`config.mk`:
```
export PLATFORM = sky130hd
export DESIGN_NAME = farrow_fractional_delay_fir
export DESIGN_NICKNAME = d
export VERILOG_FILES = /design/src/rtl/ffd_pkg.sv /design/src/rtl/farrow_fractional_delay_fir.sv
export SDC_FILE = /design/constraint.sdc
export NUM_CORES = 2
export LEC_CHECK = 0
export ABC_AREA = 0
export ABC_CLOCK_PERIOD_IN_PS = 8100
export BUFFER_PORTS_ARGS = -buffer_cell sky130_fd_sc_hd__buf_4
export CORE_MARGIN = 1.5
export CORE_UTILIZATION = 57
export CTS_CLUSTER_DIAMETER = 40
export CTS_CLUSTER_SIZE = 24
export DETAILED_ROUTE_END_ITERATION = 6
export PLACE_DENSITY = 0.87
export SYNTH_ARGS = -nofsm -noshare
export SYNTH_HDL_FRONTEND = slang
export SYNTH_SLANG_ARGS = --single-unit
```
`constraint.sdc`:
```
create_clock -name clk -period 8.1 [get_ports clk]
set_input_delay 0.405 -clock clk [delete_from_list [all_inputs] [get_ports clk]]
set_output_delay 0.405 -clock clk [all_outputs]
set_load 0.005 [all_outputs]
```
`src/rtl/ffd_pkg.sv`:
```
// ffd_pkg: field widths, bus layout, operation and register codes of the
// farrow fractional-delay fir
// no dependencies
package ffd_pkg;

    // fixed field widths
    localparam int SAMPLE_W = 16;   // q1.15 samples and output
    localparam int COEF_W   = 18;   // q2.16 coefficients and gain
    localparam int MU_W     = 16;   // q1.15 delay
    localparam int X_W      = 17;   // negated delay, holds +1.0 exactly
    localparam int TAPS_W   = 5;
    localparam int ORDER_W  = 2;
    localparam int TIDX_W   = 4;
    localparam int PIDX_W   = 2;

    // slave tdata layout, lowest bit up
    localparam int S_SAMPLE_LSB = 0;
    localparam int S_TAP_LSB    = S_SAMPLE_LSB + SAMPLE_W;
    localparam int S_POWER_LSB  = S_TAP_LSB + TIDX_W;
    localparam int S_COEF_LSB   = S_POWER_LSB + PIDX_W;
    localparam int S_TDATA_W    = 40;
    localparam int M_TDATA_W    = 16;

    // apb
    localparam int APB_AW = 4;
    localparam int APB_DW = 32;

    // rounding constants
    localparam int HALF_Q15 = 16384;
    localparam int HALF_Q16 = 32768;
    localparam int OUT_MAX  = 32767;
    localparam int OUT_MIN  = -32768;

    typedef enum logic
    {
        OP_LOAD   = 1'b0,
        OP_SAMPLE = 1'b1
    } op_t;

    typedef enum logic [1:0]
    {
        REG_DELAY_MU    = 2'd0,
        REG_DC_GAIN_INV = 2'd1,
        REG_ACTIVE_TAPS = 2'd2,
        REG_POLY_ORDER  = 2'd3
    } reg_idx_t;

endpackage

```
`src/rtl/farrow_fractional_delay_fir.sv`:
```
// farrow_fractional_delay_fir: top level, sequencer around one shared multiplier
// with coefficient and sample memories and an apb register file
// depends on ffd_pkg

// Farrow fractional-delay filter. A load item (tuser operation 0) writes one
// q2.16 coefficient for one tap and power into the coefficient memory and
// gives no result. A sample item (operation 1) pushes its q1.15
// sample into the window and gives one result: for each tap the polynomial
// in x = -delay_mu is worked by horner, scaled by dc_gain_inverse, and
// multiplied by the matching window sample; the sum is rounded half up to
// q1.15 and clipped, with tuser flagging a clip. Every multiply goes through
// one shared multiplier, so a sample item holds the input until its result is
// in the output register; the next item is taken while the result still
// waits there. Coefficients must be loaded before use, the window starts out
// cleared. The user must write registers over apb only while no sample item
// is in flight; the block itself does not enforce this.
module farrow_fractional_delay_fir
#(
    parameter int MAX_TAPS  = 16,
    parameter int MAX_ORDER = 3
)
(
    input  logic                          clk,
    input  logic                          rst_n,

    input  logic                          s_axis_tvalid,
    output logic                          s_axis_tready,
    // sample_in[15:0], tap_index[19:16], power_index[21:20], coefficient[39:22]
    input  logic [ffd_pkg::S_TDATA_W-1:0] s_axis_tdata,
    // operation[0]
    input  logic [0:0]                    s_axis_tuser,

    output logic                          m_axis_tvalid,
    input  logic                          m_axis_tready,
    // filtered_sample[15:0]
    output logic [ffd_pkg::M_TDATA_W-1:0] m_axis_tdata,
    // saturated[0]
    output logic [0:0]                    m_axis_tuser,

    input  logic                          psel,
    input  logic                          penable,
    input  logic                          pwrite,
    input  logic [ffd_pkg::APB_AW-1:0]    paddr,
    input  logic [ffd_pkg::APB_DW-1:0]    pwdata,
    output logic [ffd_pkg::APB_DW-1:0]    prdata,
    output logic                          pready
);

    // sizes that follow from the parameters
    localparam int TAP_AW = $clog2(MAX_TAPS);
    localparam int CNT_W  = $clog2(MAX_TAPS + 1);
    localparam int ORD_W  = $clog2(MAX_ORDER + 1);
    localparam int ACC_W  = ffd_pkg::COEF_W + ORD_W + 1;   // horner accumulator
    localparam int TAP_W  = ACC_W + 2;                      // scaled tap
    localparam int MUL_BW = ffd_pkg::COEF_W;                // widest b operand
    localparam int P_W    = TAP_W + MUL_BW;                 // product
    localparam int SUM_W  = P_W + $clog2(MAX_TAPS);         // tap sum
    localparam int COEF_DEPTH = MAX_TAPS * (2 ** ORD_W);

    typedef enum logic [3:0]
    {
        ST_IDLE,
        ST_RD_TOP,   // read highest power coefficient
        ST_LD_TOP,   // start horner with it
        ST_MUL_X,    // acc * x
        ST_ADD_C,    // round and add next lower coefficient
        ST_MUL_G,    // acc * gain
        ST_TAP,      // round to tap
        ST_MUL_S,    // tap * sample
        ST_ACC_S,    // accumulate
        ST_FIN       // round, clip, hand to output register
    } state_t;

    // control
    state_t                       state_reg, state_next;
    logic [TAP_AW-1:0]            i_reg, i_next;
    logic [ORD_W-1:0]             k_reg, k_next;
    logic [CNT_W-1:0]             n_reg, n_next;
    logic [ORD_W-1:0]             q_reg, q_next;
    logic [TAP_AW-1:0]            slot_reg, slot_next;
    logic [TAP_AW-1:0]            wp_reg, wp_next;
    logic [MAX_TAPS-1:0]          win_vld_reg, win_vld_next;
    logic                         out_valid_reg, out_valid_next;

    // datapath
    logic signed [ACC_W-1:0]      acc_reg, acc_next;
    logic signed [P_W-1:0]        prod_reg, prod_next;
    logic signed [TAP_W-1:0]      tap_reg, tap_next;
    logic signed [SUM_W-1:0]      sum_reg, sum_next;
    logic [ffd_pkg::SAMPLE_W-1:0] out_data_reg, out_data_next;
    logic                         out_sat_reg, out_sat_next;

    // configuration
    logic [ffd_pkg::MU_W-1:0]     mu_reg, mu_next;
    logic [ffd_pkg::COEF_W-1:0]   gain_reg, gain_next;
    logic [ffd_pkg::TAPS_W-1:0]   taps_reg, taps_next;
    logic [ffd_pkg::ORDER_W-1:0]  order_reg, order_next;

    // memories
    logic [ffd_pkg::COEF_W-1:0]   coef_mem [COEF_DEPTH];
    logic [ffd_pkg::SAMPLE_W-1:0] win_mem  [MAX_TAPS];
    logic signed [ffd_pkg::COEF_W-1:0]   coef_rd_reg;
    logic signed [ffd_pkg::SAMPLE_W-1:0] win_rd_reg;

    // input fields
    ffd_pkg::op_t                 in_op;
    logic [ffd_pkg::SAMPLE_W-1:0] in_sample;
    logic [ffd_pkg::TIDX_W-1:0]   in_tap;
    logic [ffd_pkg::PIDX_W-1:0]   in_power;
    logic [ffd_pkg::COEF_W-1:0]   in_coef;

    logic                         s_fire;
    logic                         cfg_wr;
    ffd_pkg::reg_idx_t            cfg_idx;

    // helpers
    logic [TAP_AW+ffd_pkg::TIDX_W-1:0] tap_wide;
    logic [ORD_W+ffd_pkg::PIDX_W-1:0]  pow_wide;
    logic                              load_ok;
    logic [TAP_AW+ORD_W-1:0]           coef_waddr;
    logic [TAP_AW+ORD_W-1:0]           coef_raddr;
    logic [ORD_W-1:0]                  coef_rpow;
    int                                n_int;
    int                                q_int;
    logic [CNT_W-1:0]                  n_clamp;
    logic [ORD_W-1:0]                  q_clamp;
    logic [TAP_AW-1:0]                 wp_inc;
    logic [TAP_AW+1:0]                 base_sum;
    logic [TAP_AW-1:0]                 base_slot;
    logic                              last_tap;

    logic signed [ffd_pkg::X_W-1:0]    x_val;
    logic signed [TAP_W-1:0]           mul_a;
    logic signed [MUL_BW-1:0]          mul_b;
    logic signed [P_W-1:0]             mul_out;
    logic signed [P_W-1:0]             prod_rnd15;
    logic signed [P_W-1:0]             prod_rnd16;
    logic signed [SUM_W-1:0]           y_full;
    logic                              y_hi;
    logic                              y_lo;

    assign in_op     = ffd_pkg::op_t'(s_axis_tuser[0]);
    assign in_sample = s_axis_tdata[ffd_pkg::S_SAMPLE_LSB +: ffd_pkg::SAMPLE_W];
    assign in_tap    = s_axis_tdata[ffd_pkg::S_TAP_LSB +: ffd_pkg::TIDX_W];
    assign in_power  = s_axis_tdata[ffd_pkg::S_POWER_LSB +: ffd_pkg::PIDX_W];
    assign in_coef   = s_axis_tdata[ffd_pkg::S_COEF_LSB +: ffd_pkg::COEF_W];

    // one item at a time; the output register decouples the result side
    assign s_axis_tready = (state_reg == ST_IDLE);
    assign s_fire        = s_axis_tvalid && s_axis_tready;

    assign m_axis_tvalid   = out_valid_reg;
    assign m_axis_tdata    = out_data_reg;
    assign m_axis_tuser[0] = out_sat_reg;

    // apb, no wait states
    assign pready  = 1'b1;
    assign cfg_wr  = psel && penable && pwrite;
    assign cfg_idx = ffd_pkg::reg_idx_t'(paddr[3:2]);

    always_comb
    begin
        unique case (cfg_idx)
            ffd_pkg::REG_DELAY_MU:
                prdata = ffd_pkg::APB_DW'($signed(mu_reg));
            ffd_pkg::REG_DC_GAIN_INV:
                prdata = ffd_pkg::APB_DW'($signed(gain_reg));
            ffd_pkg::REG_ACTIVE_TAPS:
                prdata = ffd_pkg::APB_DW'(taps_reg);
            ffd_pkg::REG_POLY_ORDER:
                prdata = ffd_pkg::APB_DW'(order_reg);
            default:
                prdata = '0;
        endcase
    end

    // load address; out-of-range loads are dropped
    assign tap_wide   = {{TAP_AW{1'b0}}, in_tap};
    assign pow_wide   = {{ORD_W{1'b0}}, in_power};
    assign load_ok    = (int'(in_tap) < MAX_TAPS) && (int'(in_power) <= MAX_ORDER);
    assign coef_waddr = {tap_wide[TAP_AW-1:0], pow_wide[ORD_W-1:0]};

    // read address follows the horner step
    assign coef_rpow  = (state_reg == ST_RD_TOP) ? q_reg : (k_reg - ORD_W'(1));
    assign coef_raddr = {i_reg, coef_rpow};

    // length and order clamps
    always_comb
    begin
        n_int = int'(taps_reg);
        if (n_int < 2)
            n_int = 2;
        if (n_int > MAX_TAPS)
            n_int = MAX_TAPS;
        q_int = int'(order_reg);
        if (q_int < 1)
            q_int = 1;
        if (q_int > MAX_ORDER)
            q_int = MAX_ORDER;
    end

    assign n_clamp = CNT_W'(n_int);
    assign q_clamp = ORD_W'(q_int);

    // oldest of the last n samples, counted after this push
    assign wp_inc    = (int'(wp_reg) == MAX_TAPS - 1) ? '0 : (wp_reg + TAP_AW'(1));
    assign base_sum  = (TAP_AW+2)'(wp_inc) + (TAP_AW+2)'(MAX_TAPS) - (TAP_AW+2)'(n_clamp);
    assign base_slot = (int'(base_sum) >= MAX_TAPS) ?
                       TAP_AW'(base_sum - (TAP_AW+2)'(MAX_TAPS)) : TAP_AW'(base_sum);

    assign last_tap = (int'(i_reg) == int'(n_reg) - 1);

    // shared multiplier
    assign x_val = -(ffd_pkg::X_W'($signed(mu_reg)));

    always_comb
    begin
        case (state_reg)
            ST_MUL_S:
            begin
                mul_a = tap_reg;
                mul_b = MUL_BW'(win_rd_reg);
            end
            ST_MUL_G:
            begin
                mul_a = TAP_W'(acc_reg);
                mul_b = $signed(gain_reg);
            end
            default:
            begin
                mul_a = TAP_W'(acc_reg);
                mul_b = MUL_BW'(x_val);
            end
        endcase
    end

    assign mul_out = mul_a * mul_b;

    // round half up by adding half an lsb and shifting
    assign prod_rnd15 = (prod_reg + P_W'(ffd_pkg::HALF_Q15)) >>> 15;
    assign prod_rnd16 = (prod_reg + P_W'(ffd_pkg::HALF_Q16)) >>> 16;
    assign y_full     = (sum_reg + SUM_W'(ffd_pkg::HALF_Q16)) >>> 16;
    assign y_hi       = (y_full > SUM_W'(ffd_pkg::OUT_MAX));
    assign y_lo       = (y_full < SUM_W'(ffd_pkg::OUT_MIN));

    // sequencer
    always_comb
    begin
        state_next     = state_reg;
        i_next         = i_reg;
        k_next         = k_reg;
        n_next         = n_reg;
        q_next         = q_reg;
        slot_next      = slot_reg;
        wp_next        = wp_reg;
        win_vld_next   = win_vld_reg;
        out_valid_next = out_valid_reg;
        acc_next       = acc_reg;
        prod_next      = prod_reg;
        tap_next       = tap_reg;
        sum_next       = sum_reg;
        out_data_next  = out_data_reg;
        out_sat_next   = out_sat_reg;
        mu_next        = mu_reg;
        gain_next      = gain_reg;
        taps_next      = taps_reg;
        order_next     = order_reg;

        if (cfg_wr)
        begin
            unique case (cfg_idx)
                ffd_pkg::REG_DELAY_MU:    mu_next    = pwdata[ffd_pkg::MU_W-1:0];
                ffd_pkg::REG_DC_GAIN_INV: gain_next  = pwdata[ffd_pkg::COEF_W-1:0];
                ffd_pkg::REG_ACTIVE_TAPS: taps_next  = pwdata[ffd_pkg::TAPS_W-1:0];
                ffd_pkg::REG_POLY_ORDER:  order_next = pwdata[ffd_pkg::ORDER_W-1:0];
                default:                  mu_next    = mu_reg;
            endcase
        end

        if (out_valid_reg && m_axis_tready)
            out_valid_next = 1'b0;

        unique case (state_reg)
            ST_IDLE:
            begin
                if (s_fire && (in_op == ffd_pkg::OP_SAMPLE))
                begin
                    win_vld_next[wp_reg] = 1'b1;
                    wp_next    = wp_inc;
                    n_next     = n_clamp;
                    q_next     = q_clamp;
                    i_next     = '0;
                    slot_next  = base_slot;
                    sum_next   = '0;
                    state_next = ST_RD_TOP;
                end
            end
            ST_RD_TOP:
            begin
                k_next     = q_reg;
                state_next = ST_LD_TOP;
            end
            ST_LD_TOP:
            begin
                acc_next   = ACC_W'(coef_rd_reg);
                state_next = ST_MUL_X;
            end
            ST_MUL_X:
            begin
                prod_next  = mul_out;
                state_next = ST_ADD_C;
            end
            ST_ADD_C:
            begin
                acc_next   = ACC_W'(prod_rnd15) + ACC_W'(coef_rd_reg);
                k_next     = k_reg - ORD_W'(1);
                state_next = (k_reg == ORD_W'(1)) ? ST_MUL_G : ST_MUL_X;
            end
            ST_MUL_G:
            begin
                prod_next  = mul_out;
                state_next = ST_TAP;
            end
            ST_TAP:
            begin
                tap_next   = TAP_W'(prod_rnd16);
                state_next = ST_MUL_S;
            end
            ST_MUL_S:
            begin
                prod_next  = mul_out;
                state_next = ST_ACC_S;
            end
            ST_ACC_S:
            begin
                sum_next = sum_reg + SUM_W'(prod_reg);
                if (last_tap)
                begin
                    state_next = ST_FIN;
                end
                else
                begin
                    i_next     = i_reg + TAP_AW'(1);
                    slot_next  = (int'(slot_reg) == MAX_TAPS - 1) ?
                                 '0 : (slot_reg + TAP_AW'(1));
                    state_next = ST_RD_TOP;
                end
            end
            ST_FIN:
            begin
                // wait here while an earlier result is still unclaimed
                if (!out_valid_reg || m_axis_tready)
                begin
                    out_valid_next = 1'b1;
                    out_sat_next   = y_hi || y_lo;
                    if (y_hi)
                        out_data_next = ffd_pkg::SAMPLE_W'(ffd_pkg::OUT_MAX);
                    else if (y_lo)
                        out_data_next = ffd_pkg::SAMPLE_W'(ffd_pkg::OUT_MIN);
                    else
                        out_data_next = ffd_pkg::SAMPLE_W'(y_full);
                    state_next = ST_IDLE;
                end
            end
            default:
            begin
                state_next = ST_IDLE;
            end
        endcase
    end

    always_ff @(posedge clk or negedge rst_n)
    begin
        if (!rst_n)
        begin
            state_reg     <= ST_IDLE;
            i_reg         <= '0;
            k_reg         <= '0;
            n_reg         <= '0;
            q_reg         <= '0;
            slot_reg      <= '0;
            wp_reg        <= '0;
            win_vld_reg   <= '0;
            out_valid_reg <= 1'b0;
            acc_reg       <= '0;
            prod_reg      <= '0;
            tap_reg       <= '0;
            sum_reg       <= '0;
            out_data_reg  <= '0;
            out_sat_reg   <= 1'b0;
            mu_reg        <= '0;
            gain_reg      <= ffd_pkg::COEF_W'(65536);
            taps_reg      <= ffd_pkg::TAPS_W'(16);
            order_reg     <= ffd_pkg::ORDER_W'(3);
        end
        else
        begin
            state_reg     <= state_next;
            i_reg         <= i_next;
            k_reg         <= k_next;
            n_reg         <= n_next;
            q_reg         <= q_next;
            slot_reg      <= slot_next;
            wp_reg        <= wp_next;
            win_vld_reg   <= win_vld_next;
            out_valid_reg <= out_valid_next;
            acc_reg       <= acc_next;
            prod_reg      <= prod_next;
            tap_reg       <= tap_next;
            sum_reg       <= sum_next;
            out_data_reg  <= out_data_next;
            out_sat_reg   <= out_sat_next;
            mu_reg        <= mu_next;
            gain_reg      <= gain_next;
            taps_reg      <= taps_next;
            order_reg     <= order_next;
        end
    end

    // coefficient memory, one write and one registered read port
    always_ff @(posedge clk)
    begin
        if (s_fire && (in_op == ffd_pkg::OP_LOAD) && load_ok)
            coef_mem[coef_waddr] <= in_coef;
        coef_rd_reg <= $signed(coef_mem[coef_raddr]);
    end

    // sample window; slots never written read as zero
    always_ff @(posedge clk)
    begin
        if (s_fire && (in_op == ffd_pkg::OP_SAMPLE))
            win_mem[wp_reg] <= in_sample;
        win_rd_reg <= win_vld_reg[slot_reg] ? $signed(win_mem[slot_reg]) : '0;
    end

    // a sample item always starts the tap loop
    a_sample_starts: assert property (@(posedge clk) disable iff (!rst_n)
        (s_fire && (in_op == ffd_pkg::OP_SAMPLE)) |=> (state_reg == ST_RD_TOP))
        else $error("sample item did not start the tap loop");

    // a load item leaves the sequencer idle
    a_load_idle: assert property (@(posedge clk) disable iff (!rst_n)
        (s_fire && (in_op == ffd_pkg::OP_LOAD)) |=> (state_reg == ST_IDLE))
        else $error("load item disturbed the sequencer");

    // horner step never runs past the clamped order
    a_k_bound: assert property (@(posedge clk) disable iff (!rst_n)
        ((state_reg == ST_MUL_X) || (state_reg == ST_ADD_C)) |->
        ((k_reg != '0) && (k_reg <= q_reg)))
        else $error("horner step out of range");

    // tap counter stays inside the active length
    a_tap_bound: assert property (@(posedge clk) disable iff (!rst_n)
        (state_reg != ST_IDLE) |-> (int'(i_reg) < int'(n_reg)))
        else $error("tap counter past active length");

    // window read slot wraps inside the window
    a_slot_bound: assert property (@(posedge clk) disable iff (!rst_n)
        (int'(slot_reg) < MAX_TAPS) && (int'(wp_reg) < MAX_TAPS))
        else $error("window pointer out of range");

    // a new result appears only from the final state
    a_result_src: assert property (@(posedge clk) disable iff (!rst_n)
        $rose(out_valid_reg) |-> ($past(state_reg) == ST_FIN))
        else $error("result raised outside the final state");

endmodule
```
==> flow_metrics.py <==
metrics = {
    "global_routing": {
        "grt_start_max_net_pins": 166,
        "via_count_of_the_first_global_routing_pass": 55014,
        "grt_antenna_before_repair": 3,
        "all_layer_global_routing_usage_pct": 32.3,
        "wire_length_of_the_first_global_routing_pass_um": 355000,
        "grt_overflow_total": 0,
    },
    "worst_setup_path": {
        "cp_capture_type": "register",
        "worst_path_max_delay_cell": "sky130_fd_sc_hd__fa_1",
        "crit_path_max_fanout": 12,
        "timing.reg2reg.setup_slack_ns": 0.11,
        "cp_common_cell": "sky130_fd_sc_hd__fa_1",
        "worst-path-buf-inv": 5,
        "cpPeakStageDelay_ns": 0.57,
        "cp_top_family": "adder cells",
        "timing.critical_path.from_type": "register",
        "critPathArrivalTime_ns": 8.66,
        "critical_path_class": "register to register",
        "timing.critical_path.required_ns": 8.77,
    },
    "drt": {
        "vias_per_cell": 6.56,
        "route.detailed.wl_per_inst_um": 29.8,
        "wl_um": 241000,
        "drt.antenna.violating_nets": 0,
        "vias": 53091,
        "route.detailed.drc": 24,
        "drt_iter0_markers": 7363,
        "drt-pass1-iter-count": 7,
    },
    "layout": {
        "synthToLayoutAreaGrowth_pct": 13.2,
        "multi_input_comb_area_sq_mm": 0.0327,
        "largest_register_ff_count": 1152,
        "final_nets": 6695,
        "layout.area.seq_sq_mm": 0.0487,
        "drive_gt1_share_pct": 20.3,
        "num-fill-cells": 9286,
        "fin_cells": 8091,
    },
    "sta": {
        "finalCritPeriodShare_pct": 98.7,
        "relative_slew_slack_pct": 5.55,
        "timing.hold.ws_ns": 0.0969,
        "timing.clock.skew_ns": 0.116,
        "worst_pin_slew_ns": 1.42,
        "grt_setup_unrepaired": "yes",
        "hold_viol_final": 0,
        "clock.fmax_ghz": 0.125,
        "setup_total_negative_slack_ns": 0,
        "setup_viol": 0,
        "final-max-slew-violation-count": 0,
        "finalWorstPathRequiredPeriod_ns": 7.99,
    },
    "yosys": {
        "synth_warnings": 0,
        "synth_top_area_share_pct": 50.2,
        "ys.flop_type": "sky130_fd_sc_hd__edfxtp_1",
        "yosys_register_bits": 1672,
        "syn_nets": 6419,
        "synthMostInstantiatedCell": "sky130_fd_sc_hd__edfxtp_1",
        "post_synth_inst_count": 5741,
        "synth_commonest_cells": "1,408 x sky130_fd_sc_hd__edfxtp_1, 608 x sky130_fd_sc_hd__nand2_1, 531 x sky130_fd_sc_hd__inv_1, 412 x sky130_fd_sc_hd__fa_1, 410 x sky130_fd_sc_hd__mux4_2",
        "async_flop_share_pct": 13.8,
        "synth_area_sq_mm": 0.0843,
        "synth_cell_types": 79,
        "average_cell_area_after_synthesis_sq_um": 14.7,
        "synth.yosys.seq_area_share_pct": 57.8,
        "synth_top_area_cell": "sky130_fd_sc_hd__edfxtp_1",
        "edff_count_synth": 1408,
        "top_cells_by_area_in_the_synthesized_netlist": "sky130_fd_sc_hd__edfxtp_1 50%, sky130_fd_sc_hd__mux4_2 11%, sky130_fd_sc_hd__fa_1 9.8%, sky130_fd_sc_hd__dfrtp_1 6.7%, sky130_fd_sc_hd__nand2_1 2.7%",
    },
    "min_path": {
        "hold_path_class": "input pin to register",
    },
    "outcome": {
        "outcome": "finished, violations left",
        "failing_checks": "design-rule violations",
    },
    "clock_tree": {
        "ctsRootBufferMaster": "sky130_fd_sc_hd__clkbuf_16",
        "clock-sinks": 1672,
        "tritoncts": "built",
        "ctsLongestPathBuffers": 3,
        "clock_tree.htree_level_count": 4,
        "cts-buffers-inserted": 177,
        "cts.clk_slew.worst_paths_ns": 0.06,
        "worstSkewPairLatency_ns": 0.86,
    },
    "die": {
        "die_height_um": 388,
        "x_dimension_of_the_die_um": 388,
        "boundaryPins": 136,
        "start_util_pct": 57.6,
        "core.rowCount": 140,
        "core_area_sq_mm": 0.146,
        "area_of_the_die_sq_mm": 0.150,
    },
    "place": {
        "finalWeightedCongestion": 0.967,
        "io_buffers": 118,
        "detailedPlacementHpwl_um": 143000,
        "placed_cells_incl_taps": 7713,
    },
    "flow_run": {
        "max_capacitance_violation_total": 0,
    },
}
[worst register-to-register path, cell delays in order, from the launching register on]
cell and delay (ns):
sky130_fd_sc_hd__dfrtp_2 0.43, sky130_fd_sc_hd__nor3_2 0.24, sky130_fd_sc_hd__nand2_1 0.10, sky130_fd_sc_hd__or2_2 0.34, sky130_fd_sc_hd__nand2b_1 0.20, sky130_fd_sc_hd__nor4_2 0.30, sky130_fd_sc_hd__xnor2_1 0.23, sky130_fd_sc_hd__a21oi_4 0.12
sky130_fd_sc_hd__buf_4 0.17, sky130_fd_sc_hd__clkbuf_16 0.20, sky130_fd_sc_hd__nor2b_2 0.28, sky130_fd_sc_hd__fa_1 0.53, sky130_fd_sc_hd__fa_1 0.54, sky130_fd_sc_hd__fa_1 0.54, sky130_fd_sc_hd__fa_1 0.57, sky130_fd_sc_hd__fa_1 0.57
sky130_fd_sc_hd__inv_1 0.06, sky130_fd_sc_hd__fa_1 0.55, sky130_fd_sc_hd__inv_1 0.05, sky130_fd_sc_hd__ha_1 0.34, sky130_fd_sc_hd__a21o_1 0.21, sky130_fd_sc_hd__o221ai_1 0.14, sky130_fd_sc_hd__nor2_1 0.22, sky130_fd_sc_hd__a211oi_2 0.10
sky130_fd_sc_hd__buf_4 0.16, sky130_fd_sc_hd__o31ai_2 0.37, sky130_fd_sc_hd__xnor2_1 0.18, sky130_fd_sc_hd__o21ai_0 0.10
[final cells by class]
type	instances	share of cell area (%)
inverter	531	2.09
sequential	1672	51.1
multi-input combinational	3248	34.2
clock buffer	191	4.72
clock inverter	143	1.98
antenna	2	0.00524
timing repair buffer	387	3.38
tap	1917	2.51
[routing by layer]
metal	wire, um	track usage (%)
met1	77500	38.3
met2	121000	54.7
met3	27000	7.82
met4	16000	17.2
met5	17	0
[per-stage QoR]
stage	util, %	area [sq um]	setup WS [ns]
after floorplan	-	84300	0.410
after global placement	60.4	88400	0.256
after detailed placement	60.4	88400	0.0482
after CTS	65.0	95100	0.0303
after global routing	65.2	95400	-0.122
final	65.2	95400	0.109
[what timing repair did]
action                                 4_1_cts  5_1_grt
endpoints found under the hold margin      362        0
pin swaps                                    0       16
gates cloned                                 0        3
hold buffers                                35        0
gates resized for setup                      2       43
setup buffers                                0        4
setup endpoints to repair                    1       18
[cells by family (layout without fill, tap and decap cells)]
group / Yosys count / after routing / share of synthesized area, %
XOR/XNOR: 172 / 172 / 1.79
flip-flops: 1672 / 1672 / 57.8
buffers and inverters: 821 / 1252 / 3.85
adder cells (fa/ha/maj): 594 / 594 / 12.5
AND/OR/NAND/NOR: 1296 / 1296 / 6.73
multiplexers: 536 / 536 / 12.5
other: 1 / 3 / 0.00445
AO/OA/AOI/OAI: 649 / 649 / 4.81
[cell usage in the layout, fill, tap and decap left out, types with 15 or more instances in the layout]
cell type,n
sky130_fd_sc_hd__edfxtp_1,1408
sky130_fd_sc_hd__nand2_1,602
sky130_fd_sc_hd__inv_1,531
sky130_fd_sc_hd__fa_1,412
sky130_fd_sc_hd__mux4_2,410
sky130_fd_sc_hd__buf_4,333
sky130_fd_sc_hd__nor2_1,282
sky130_fd_sc_hd__dfrtp_1,218
sky130_fd_sc_hd__ha_1,180
sky130_fd_sc_hd__clkbuf_16,180
sky130_fd_sc_hd__o21ai_0,171
sky130_fd_sc_hd__a21oi_1,154
sky130_fd_sc_hd__xnor2_1,89
sky130_fd_sc_hd__xor2_1,83
sky130_fd_sc_hd__nand3_1,83
sky130_fd_sc_hd__mux2i_1,78
sky130_fd_sc_hd__nor2b_1,48
sky130_fd_sc_hd__mux2_2,46
sky130_fd_sc_hd__a211oi_1,45
sky130_fd_sc_hd__nor3_1,40
sky130_fd_sc_hd__a21o_1,40
sky130_fd_sc_hd__nor2_2,40
sky130_fd_sc_hd__and2_1,39
sky130_fd_sc_hd__dlygate4sd3_1,35
sky130_fd_sc_hd__dfxtp_1,34
sky130_fd_sc_hd__a31oi_1,29
sky130_fd_sc_hd__o22ai_1,27
sky130_fd_sc_hd__and3_1,27
sky130_fd_sc_hd__nand2b_1,26
sky130_fd_sc_hd__a22oi_1,25
sky130_fd_sc_hd__inv_6,25
sky130_fd_sc_hd__o21a_1,24
sky130_fd_sc_hd__or2_2,21
sky130_fd_sc_hd__nand4_1,21
sky130_fd_sc_hd__o221ai_1,20
sky130_fd_sc_hd__clkinv_4,20
sky130_fd_sc_hd__o21bai_1,19
sky130_fd_sc_hd__clkinvlp_4,18
sky130_fd_sc_hd__inv_8,16
sky130_fd_sc_hd__bufinv_16,15
[path summary, 6_finish.rpt]
check | cells after the start | endpoint | start
max | 27 | prod_reg[37] | mu_reg[2]
min | 5 | order_reg[0] | paddr[3]
max reg2reg | 27 | prod_reg[37] | mu_reg[2]
min reg2reg | 1 | win_vld_reg[13] | win_vld_reg[13]
max in group asynchronous | 3 | mu_reg[2] | rst_n
min in group asynchronous | 2 | m_axis_tdata[12] | rst_n
Power is not shown: default switching activity piles up to over one toggle a cycle in this logic, so the estimate is an artifact.
